File: src/rtl/core/prel_pkg.sv
// ============================================================================
// Pitch-rate envelope limiter package
// Shared widths, register indexes, arithmetic constants and pipeline layout.
// ============================================================================
package prel_pkg;

    // Field widths
    localparam int SPD_W      = 14;
    localparam int ANG_W      = 16;
    localparam int LOAD_W     = 13;
    localparam int GAIN_W     = 16;
    localparam int CAP_W      = 15;
    localparam int OUT_W      = 16;

    // Configuration port
    localparam int CFG_IDX_W  = 3;
    localparam int CFG_DATA_W = 16;

    localparam logic [CFG_IDX_W-1:0] CFG_ALPHA_FLOOR   = 3'd0;
    localparam logic [CFG_IDX_W-1:0] CFG_ALPHA_CEILING = 3'd1;
    localparam logic [CFG_IDX_W-1:0] CFG_LOAD_FLOOR    = 3'd2;
    localparam logic [CFG_IDX_W-1:0] CFG_LOAD_CEILING  = 3'd3;
    localparam logic [CFG_IDX_W-1:0] CFG_ALPHA_GAIN    = 3'd4;
    localparam logic [CFG_IDX_W-1:0] CFG_RATE_CAP      = 3'd5;

    // Speed conversion: 1/16 kt to ft/s in Q8, rounded, floored at 50 ft/s
    localparam int                 CONV_W       = 21;
    localparam logic [CONV_W-1:0]  SPEED_CONV   = 21'd1769797;
    localparam int                 VPROD_W      = 35;
    localparam int                 V8_W         = 19;
    localparam logic [V8_W-1:0]    SPEED_MIN_Q8 = 19'd12800;

    // Gravity in Q16 and the one-g offset
    localparam int                 GRAV_W       = 22;
    localparam logic [GRAV_W-1:0]  GRAV_Q16     = 22'd2108555;
    localparam int                 NOFS_W       = LOAD_W + 1;
    localparam logic signed [NOFS_W-1:0] ONE_G  = 14'sd256;
    localparam int                 NMAG_W       = LOAD_W;
    localparam int                 PRODN_W      = NMAG_W + GRAV_W;

    // Load-bound divider
    localparam int                 DIV_BITS     = 16;
    localparam int                 DIV_NUM_W    = 34;
    localparam int                 DEN_W        = V8_W + 4;

    // Angle bound
    localparam int                 DIFF_W       = ANG_W + 1;
    localparam int                 PRODA_W      = 2 * DIFF_W;
    localparam int                 QA_W         = PRODA_W - 8;

    // Pipeline layout: three prep stages, one stage per quotient bit, output
    localparam int                 STG_DIV0     = 3;
    localparam int                 STG_LAST     = STG_DIV0 + DIV_BITS;
    localparam int                 NUM_STG      = STG_LAST + 1;

    // Saturate a wide signed rate to the output width
    function automatic logic signed [OUT_W-1:0] sat_out(input logic signed [QA_W-1:0] v);
        logic all_one;
        logic any_one;
        logic [OUT_W-1:0] res;
        all_one = &v[QA_W-1:OUT_W-1];
        any_one = |v[QA_W-1:OUT_W-1];
        if (all_one || !any_one) begin
            res = v[OUT_W-1:0];
        end else if (v[QA_W-1]) begin
            res = {1'b1, {(OUT_W-1){1'b0}}};
        end else begin
            res = {1'b0, {(OUT_W-1){1'b1}}};
        end
        return res;
    endfunction

endpackage

File: src/rtl/core/prel_div.sv
// ============================================================================
// Pipelined restoring divider
// Unsigned quotient of a rounded numerator by the scaled speed, one quotient
// bit per register stage, each stage held by its own advance enable.
// ============================================================================
module prel_div (
    input  logic                           i_clk,
    input  logic [prel_pkg::DIV_BITS-1:0]  i_adv,
    input  logic [prel_pkg::DIV_NUM_W-1:0] i_num,
    input  logic [prel_pkg::DEN_W-1:0]     i_den,
    output logic [prel_pkg::DIV_BITS-1:0]  o_quo
);
    import prel_pkg::*;

    localparam int CMP_W = DEN_W + DIV_BITS - 1;

    logic [DIV_NUM_W-1:0] r_rem [0:DIV_BITS-2];
    logic [DEN_W-1:0]     r_den [0:DIV_BITS-2];
    logic [DIV_BITS-1:0]  r_quo [0:DIV_BITS-1];

    logic [DIV_NUM_W-1:0] w_rem_in [0:DIV_BITS-1];
    logic [DEN_W-1:0]     w_den_in [0:DIV_BITS-1];
    logic [DIV_BITS-1:0]  w_quo_in [0:DIV_BITS-1];

    assign w_rem_in[0] = i_num;
    assign w_den_in[0] = i_den;
    assign w_quo_in[0] = '0;

    for (genvar k = 0; k < DIV_BITS; k++) begin : g_step
        localparam int SH = DIV_BITS - 1 - k;

        logic [CMP_W-1:0] n_dsh;
        logic [CMP_W-1:0] n_rem_ext;
        logic             n_ge;

        // Compare the remainder against the divisor shifted to this bit
        assign n_dsh     = CMP_W'(w_den_in[k]) << SH;
        assign n_rem_ext = CMP_W'(w_rem_in[k]);
        assign n_ge      = (n_rem_ext >= n_dsh);

        always_ff @(posedge i_clk) begin
            if (i_adv[k]) begin
                r_quo[k] <= {w_quo_in[k][DIV_BITS-2:0], n_ge};
            end
        end

        if (k < DIV_BITS - 1) begin : g_carry
            logic [CMP_W-1:0] n_diff;

            assign n_diff = n_rem_ext - n_dsh;

            // Subtract when it fits, advance remainder and divisor
            always_ff @(posedge i_clk) begin
                if (i_adv[k]) begin
                    r_rem[k] <= n_ge ? n_diff[DIV_NUM_W-1:0] : w_rem_in[k];
                    r_den[k] <= w_den_in[k];
                end
            end

            assign w_rem_in[k+1] = r_rem[k];
            assign w_den_in[k+1] = r_den[k];
            assign w_quo_in[k+1] = r_quo[k];
        end
    end

    assign o_quo = r_quo[DIV_BITS-1];

endmodule

File: config.mk
export PLATFORM = sky130hd
export DESIGN_NAME = prel_div
export DESIGN_NICKNAME = d
export VERILOG_FILES = /design/src/rtl/core/prel_pkg.sv /design/src/rtl/core/prel_div.sv
export SDC_FILE = /design/constraint.sdc
export NUM_CORES = 2
export LEC_CHECK = 0
export BUFFER_PORTS_ARGS = -buffer_cell sky130_fd_sc_hd__buf_2
export CAP_MARGIN = 25
export CORE_UTILIZATION = 35
export CTS_BUF_LIST = sky130_fd_sc_hd__clkbuf_4 sky130_fd_sc_hd__clkbuf_8 sky130_fd_sc_hd__clkbuf_16
export DETAILED_ROUTE_END_ITERATION = 16
export SKIP_LAST_GASP = 1
export SLEW_MARGIN = 20
export SYNTH_ARGS = -nofsm -noshare
export SYNTH_HDL_FRONTEND = slang
export SYNTH_SLANG_ARGS = --single-unit
File: constraint.sdc
create_clock -name i_clk -period 3.96 [get_ports i_clk]
set_input_delay 0.594 -clock i_clk [delete_from_list [all_inputs] [get_ports i_clk]]
set_output_delay 0.594 -clock i_clk [all_outputs]
set_load 0.01 [all_outputs]
* Word-level counts from Yosys, hierarchy flattened *
Memories as Yosys holds them, arrays and structs flattened.
Index checks and enable logic that the tools add are counted.
W data, S select, Z words.

cells by class
  add/subtract/negate cells = 15
  magnitude comparators = 16
  multiplexer cells = 47

operators by type and width
  kind              number
  $mux W34          15
  $sub A34 B34 Y34  5
  $ge A34 B38 Y1    1
  $ge A34 B37 Y1    1
  $ge A34 B36 Y1    1
  $ge A34 B35 Y1    1
  $ge A34 B23 Y1    1
  $ge A34 B24 Y1    1
  $ge A34 B25 Y1    1
  $ge A34 B26 Y1    1
  $ge A34 B27 Y1    1
  $ge A34 B28 Y1    1
  $ge A34 B29 Y1    1
  $ge A34 B30 Y1    1
  $ge A34 B31 Y1    1
  $ge A34 B32 Y1    1
  $ge A34 B33 Y1    1
  $ge A34 B34 Y1    1
  $sub A34 B24 Y34  1
  $sub A34 B25 Y34  1
  $sub A34 B26 Y34  1
  $sub A34 B27 Y34  1
  $sub A34 B28 Y34  1
  $sub A34 B29 Y34  1
  other kinds (5)   36

word-level totals
  flip-flop bits (word level) = 0
  RAM bits = 1111
  input port bits = 74
  output and inout bits = 16
  word-level logic and storage cells = 81
  memories kept = 3

memories
  name   depth  bits a word  read ports  clocked after memory_dff  wr ports  RTL line        RTL
  r_rem  15     34           15          0                         15        prel_div.sv:17  logic [DIV_NUM_W-1:0] r_rem [0:DIV_BITS-2];
  r_den  15     23           15          0                         15        prel_div.sv:18  logic [DEN_W-1:0] r_den [0:DIV_BITS-2];
  r_quo  16     16           16          0                         16        prel_div.sv:19  logic [DIV_BITS-1:0] r_quo [0:DIV_BITS-1];

* Logic depth before layout (Yosys ltp) *
An unclocked memory read counts as a cell.

  word-level depth = 3
  mapped depth = 14
  gate-level depth less buffers = 13

* Least setup slack after synthesis *
Ideal clock, no wire load.

  path kind = register to register
  from = mem r_den[1][23] (netlist bit)
  to = mem r_rem[10][33] (netlist: r_rem[1][101]) (data pin)
  library setup time = 271 ps
  arrival time = 2903 ps
  data required time = 3689 ps
  slack = 785 ps
  stages on the path, launching flop included = 12
  path buffers = 0
  period minus slack after synthesis = 3175 ps
  path through = edfxtp_1 > ha_1 > fa_1 > nor2b_1 > o31a_1 > o22ai_1 > a2bb2oi_1 > o211a_1 > or4_1 > a311oi_1 > nor4_1 > xor2_1

RTL lines
  element          RTL line
  start, declared  prel_div.sv:18
  end, declared    prel_div.sv:17

==> results <==
- The flow ran to the end, and the final reports show no timing, DRC or antenna violations.
- The flip-flop and latch count after synthesis is 991.
- The detail route stage leaves a number of antenna-violating nets equal to 0.
- The die covers 153,000 sq um.
- The total number of placement rows is 142.
- Entering global routing, the biggest net connects 71 pins.
- Counting the fill cells in the layout gives 14,300.
- The first-pass GRT wire length is 174,000 microns.
- In the finished design, the share of the clock period the worst path needs comes to 93.5%.
- The cell type with the highest aggregate area in the netlist is sky130_fd_sc_hd__edfxtp_1.
- In the final routed layout, each cell accounts on average for 15.8 microns.
- For flop-to-flop paths, the worst setup slack is 0.26 ns.
- The starting density of the core is 35.3%.
- The initial antenna violation count is 0.
- The number of detailed-route iterations in the first pass is 5.
- Across the whole layout, storage elements account for 29,800 sq um.
- The global-route usage over all layers is 14.1%.
- The critical path startpoint category is a register.
- Wires add up to 108,000 microns.
- The classification of the worst-slack hold path is in -> reg.
- Leaving out fill and tap cells, the most frequent cell in the layout is sky130_fd_sc_hd__edfxtp_1.
- Setup violations remaining at the end of the flow were counted as 0.
- Of the post-synthesis cell area, the dominant cell type holds 56.3%.
- The number of pins with negative max-slew slack in the final report came to 0.
- Synthesis produced a netlist whose cell count is 4,517.
- The average cell area after synthesis is 11.7 sq um.
- By area, the combinational part of the netlist is dominated by compound AO/OA/AOI/OAI gates.
- The endpoint identified for the worst register-to-register timing path is r_rem[0][183].
- In the post-synthesis netlist, the biggest area contributors are sky130_fd_sc_hd__edfxtp_1 (56%), sky130_fd_sc_hd__ha_1 (8.5%), sky130_fd_sc_hd__o21ai_0 (3.2%).
- The count of buffers added on input and output ports is 89.
- The final-report hold violation count is 0.
- STA classifies the critical path endpoint as a register.
- The maximum frequency from static timing analysis is 270 MHz.
- Along the worst hold path, the cell count comes to 1.
- Of the total synthesized cell area, the portion taken by AND, OR, NAND and NOR gates is 9.90%.
- The async set-or-reset flop fraction in the synthesized netlist is 0%.
- The post-layout net count is 5,172.
- After detailed routing, the number of remaining DRC violations is 0.
- Across the run, the number of max-cap violations was 0.
- The total CTS buffers is 105.
- Across the routed clock network, the largest skew measured is 0.0293 ns.
- In this run the power density over the cells is 644 nW/um^2.
- The leakage power of the design is 23.6 nW.
- The core area is 150,000 sq um.
- In the synthesized netlist, mux cells make up 2.18% of the area.
- The clock net in this run drives a total of 991 sinks.
- The final critical path time including I/O delays and setup is 3.70 ns.
- The data required time of the critical path is 4.43 ns.
- The tree is rooted in a sky130_fd_sc_hd__clkbuf_16.
- The CTS tree is yes.
- Global routing finished with a remaining overflow of 0.
- Of the cells placed in the final design, the portion with a size suffix greater than 1 is 10.3%.
- The sequential-to-total area share from yosys stat is 56.3%.
- Counting distinct cell types in the post-synthesis netlist gives 94.
- The compound-gate portion of the synthesized area is 13.4%.
- For this run, the number of Yosys warnings is 0.
- The path type of the worst setup path is reg -> reg.
- Among all flip-flop cells after synthesis, the most frequent one is sky130_fd_sc_hd__edfxtp_1.
- The clock reaches the later pin of the worst-skew pair after 0.73 ns.
- Setup repair after global routing left no endpoint under its margin.
- Of the total synthesized cell area, the portion taken by XOR and XNOR cells is 5.30%.
- The number of buffers between clock root and the deepest sink is 3.
- For the pin with the worst max-slew slack, the measured transition is 0.945 ns.
- The headroom to the max-slew limit is 36.1%.
- The setup total negative slack is 0 ns.
- In the final layout, the multi-input gates occupy 21,100 sq um.
- Post-CTS timing repair inserted 0 buffers for setup.
- The largest fanout on the critical path is 20.
- The I/O pin total is 90.
- The synthesized design contains 991 enable-type register cells.
- In the layout the commonest cells are sky130_fd_sc_hd__edfxtp_1 (991), sky130_fd_sc_hd__inv_1 (441), sky130_fd_sc_hd__ha_1 (358).
- The via count of the first global-routing pass is 34,900.
- Compared with the post-synthesis result, the final layout area differs by 13.4%.
- The number of DRC violations after detailed-routing iteration 0 is 1,640.
- At the end of routability-driven placement, the weighted congestion stood at 0.914.
- After clock tree synthesis, the clock-pin slew on the worst setup and hold paths is 0.06 ns.
- The routed via count divided by cell count is 4.95.
- The endpoint arrival time on the critical path is 4.17 ns.
- For this block, the via count after detailed routing is 33,800.
- VDD sags by at most 0.359 mV.
- The horizontal die dimension is 391 microns.
- The worst-case reg-to-reg path depth is 10.
- The detailed placer's ending HPWL is 83,700 microns.
- After Yosys synthesis, full adders, half adders and majority gates account for 9.04% of the synthesized area.
- The design draws 38.6 mW.
- The worst hold path begins at i_den[20].
- The number of antenna diodes is 0.
- The number of gates given a new drive strength after cts is 0.
- The maximum level of the CTS H-tree is 3.
- The startpoint identified for the worst register-to-register timing path is r_rem[0][150].
- The worst hold path terminates at r_den[0][20].
- The post-synthesis instance area is 52,900 sq um.
- The synthesized net count is 4,964.
- The die height is 391 microns.
==> timing repair <==
| action | in CTS | in global routing |
|---|---|---|
| hold buffers | 22 | 0 |
| setup endpoints to repair | 0 | 0 |
| endpoints found under the hold margin | 22 | 0 |
==> critical path: stages, from the launching register on <==
cell and delay (ns):
sky130_fd_sc_hd__edfxtp_1 0.40, sky130_fd_sc_hd__ha_1 0.36, sky130_fd_sc_hd__a2111o_1 0.42, sky130_fd_sc_hd__a31o_2 0.25
sky130_fd_sc_hd__a311oi_1 0.36, sky130_fd_sc_hd__nor3_1 0.17, sky130_fd_sc_hd__a211oi_2 0.35, sky130_fd_sc_hd__o211a_1 0.61
sky130_fd_sc_hd__buf_4 0.30, sky130_fd_sc_hd__a211oi_1 0.06, sky130_fd_sc_hd__a21o_1 0.16
==> worst max-delay path by stage <==
stage,start,end,slack (ns),cells after the start
after floorplan,r_den[1][23],r_rem[1][101],0.79,11
after global placement,r_den[0][96],r_rem[0][183],0.28,11
after detailed placement,r_rem[0][150],r_rem[0][183],0.24,10
after CTS,r_rem[0][150],r_rem[0][183],0.21,10
after global routing,r_den[0][1],r_rem[0][65],0.08,12
final,r_rem[0][150],r_rem[0][183],0.26,10
==> cells by family (layout without fill, tap and decap cells) <==
group,Yosys count,in the layout
adder cells (fa/ha/maj),373,373
flip-flops,991,991
AO/OA/AOI/OAI,1133,1133
AND/OR/NAND/NOR,1063,1063
multiplexers,103,103
buffers and inverters,534,828
XOR/XNOR,320,320
==> metrics by stage <==
| step | setup WS [ns] | instances | utilization (%) | area [sq um] | hold slack [ns] |
|---|---|---|---|---|---|
| floorplan | 0.785 | 4517 | - | 52900 | 0.400 |
| global placement | 0.276 | 6611 | 37.5 | 56200 | 0.401 |
| detailed placement | 0.236 | 6611 | 37.5 | 56200 | 0.405 |
| CTS | 0.207 | 6826 | 40.0 | 59900 | 0.00492 |
| finish | 0.258 | 6827 | 40.0 | 59900 | 0.0826 |
| global route | 0.0760 | 6827 | 40.0 | 59900 | 0.0259 |
==> cells in the mapped netlist, types with 8 or more instances <==
master	number
sky130_fd_sc_hd__edfxtp_1	991
sky130_fd_sc_hd__inv_1	441
sky130_fd_sc_hd__ha_1	358
sky130_fd_sc_hd__nand2_1	349
sky130_fd_sc_hd__o21ai_0	340
sky130_fd_sc_hd__a21oi_1	298
sky130_fd_sc_hd__nor2_1	220
sky130_fd_sc_hd__xor2_1	164
sky130_fd_sc_hd__xnor2_1	156
sky130_fd_sc_hd__a21o_1	143
sky130_fd_sc_hd__mux2_2	95
sky130_fd_sc_hd__nor3_1	81
sky130_fd_sc_hd__nand3_1	68
sky130_fd_sc_hd__o21a_1	65
sky130_fd_sc_hd__clkbuf_1	64
sky130_fd_sc_hd__nand2b_1	54
sky130_fd_sc_hd__nand4_1	54
sky130_fd_sc_hd__nor2b_1	54
sky130_fd_sc_hd__a211oi_1	44
sky130_fd_sc_hd__nor4_1	38
sky130_fd_sc_hd__o21bai_1	33
sky130_fd_sc_hd__o31ai_1	31
sky130_fd_sc_hd__a31oi_1	26
sky130_fd_sc_hd__and3_1	23
sky130_fd_sc_hd__buf_2	20
sky130_fd_sc_hd__or2_2	18
sky130_fd_sc_hd__or3_1	18
sky130_fd_sc_hd__fa_1	15
sky130_fd_sc_hd__o31a_1	14
sky130_fd_sc_hd__or4_1	14
sky130_fd_sc_hd__and2_1	12
sky130_fd_sc_hd__nor4b_1	12
sky130_fd_sc_hd__o211ai_1	12
sky130_fd_sc_hd__a211o_1	10
sky130_fd_sc_hd__nand4b_1	10
sky130_fd_sc_hd__mux2i_1	8
sky130_fd_sc_hd__o2111ai_1	8
sky130_fd_sc_hd__o211a_1	8
sky130_fd_sc_hd__o21ai_1	8
==> per-layer routing <==
metal,global-route usage [%],vias to the layer above,routed length [microns]
met1,13.8,15800,40600
li1,-,17100,-
met2,27.9,576,58400
met5,0,-,0
met3,2.13,279,2930
met4,7.69,0,5990
==> state kept, by name, summed over array words and instances (netlist names) <==
name	flops
r_rem	510
r_den	345
r_quo	136
==> cell type report <==
cell class	count	area share [%]
Clock buffer	129	4.68
Clock inverter	64	1.16
Inverter	442	2.77
Multi-Input combinational cell	2992	35.2
Sequential cell	991	49.6
Tap cell	2016	4.21
Timing Repair Buffer	193	2.35
==> report_power, final <==
part | internal, mW | leakage, nW | switching [mW]
sequential | 14.3 | 9.62 | 1.13
clock | 5.72 | 1.73 | 4.13
combinational | 5.80 | 12.3 | 7.47
Power figures use the tool's default switching activity.
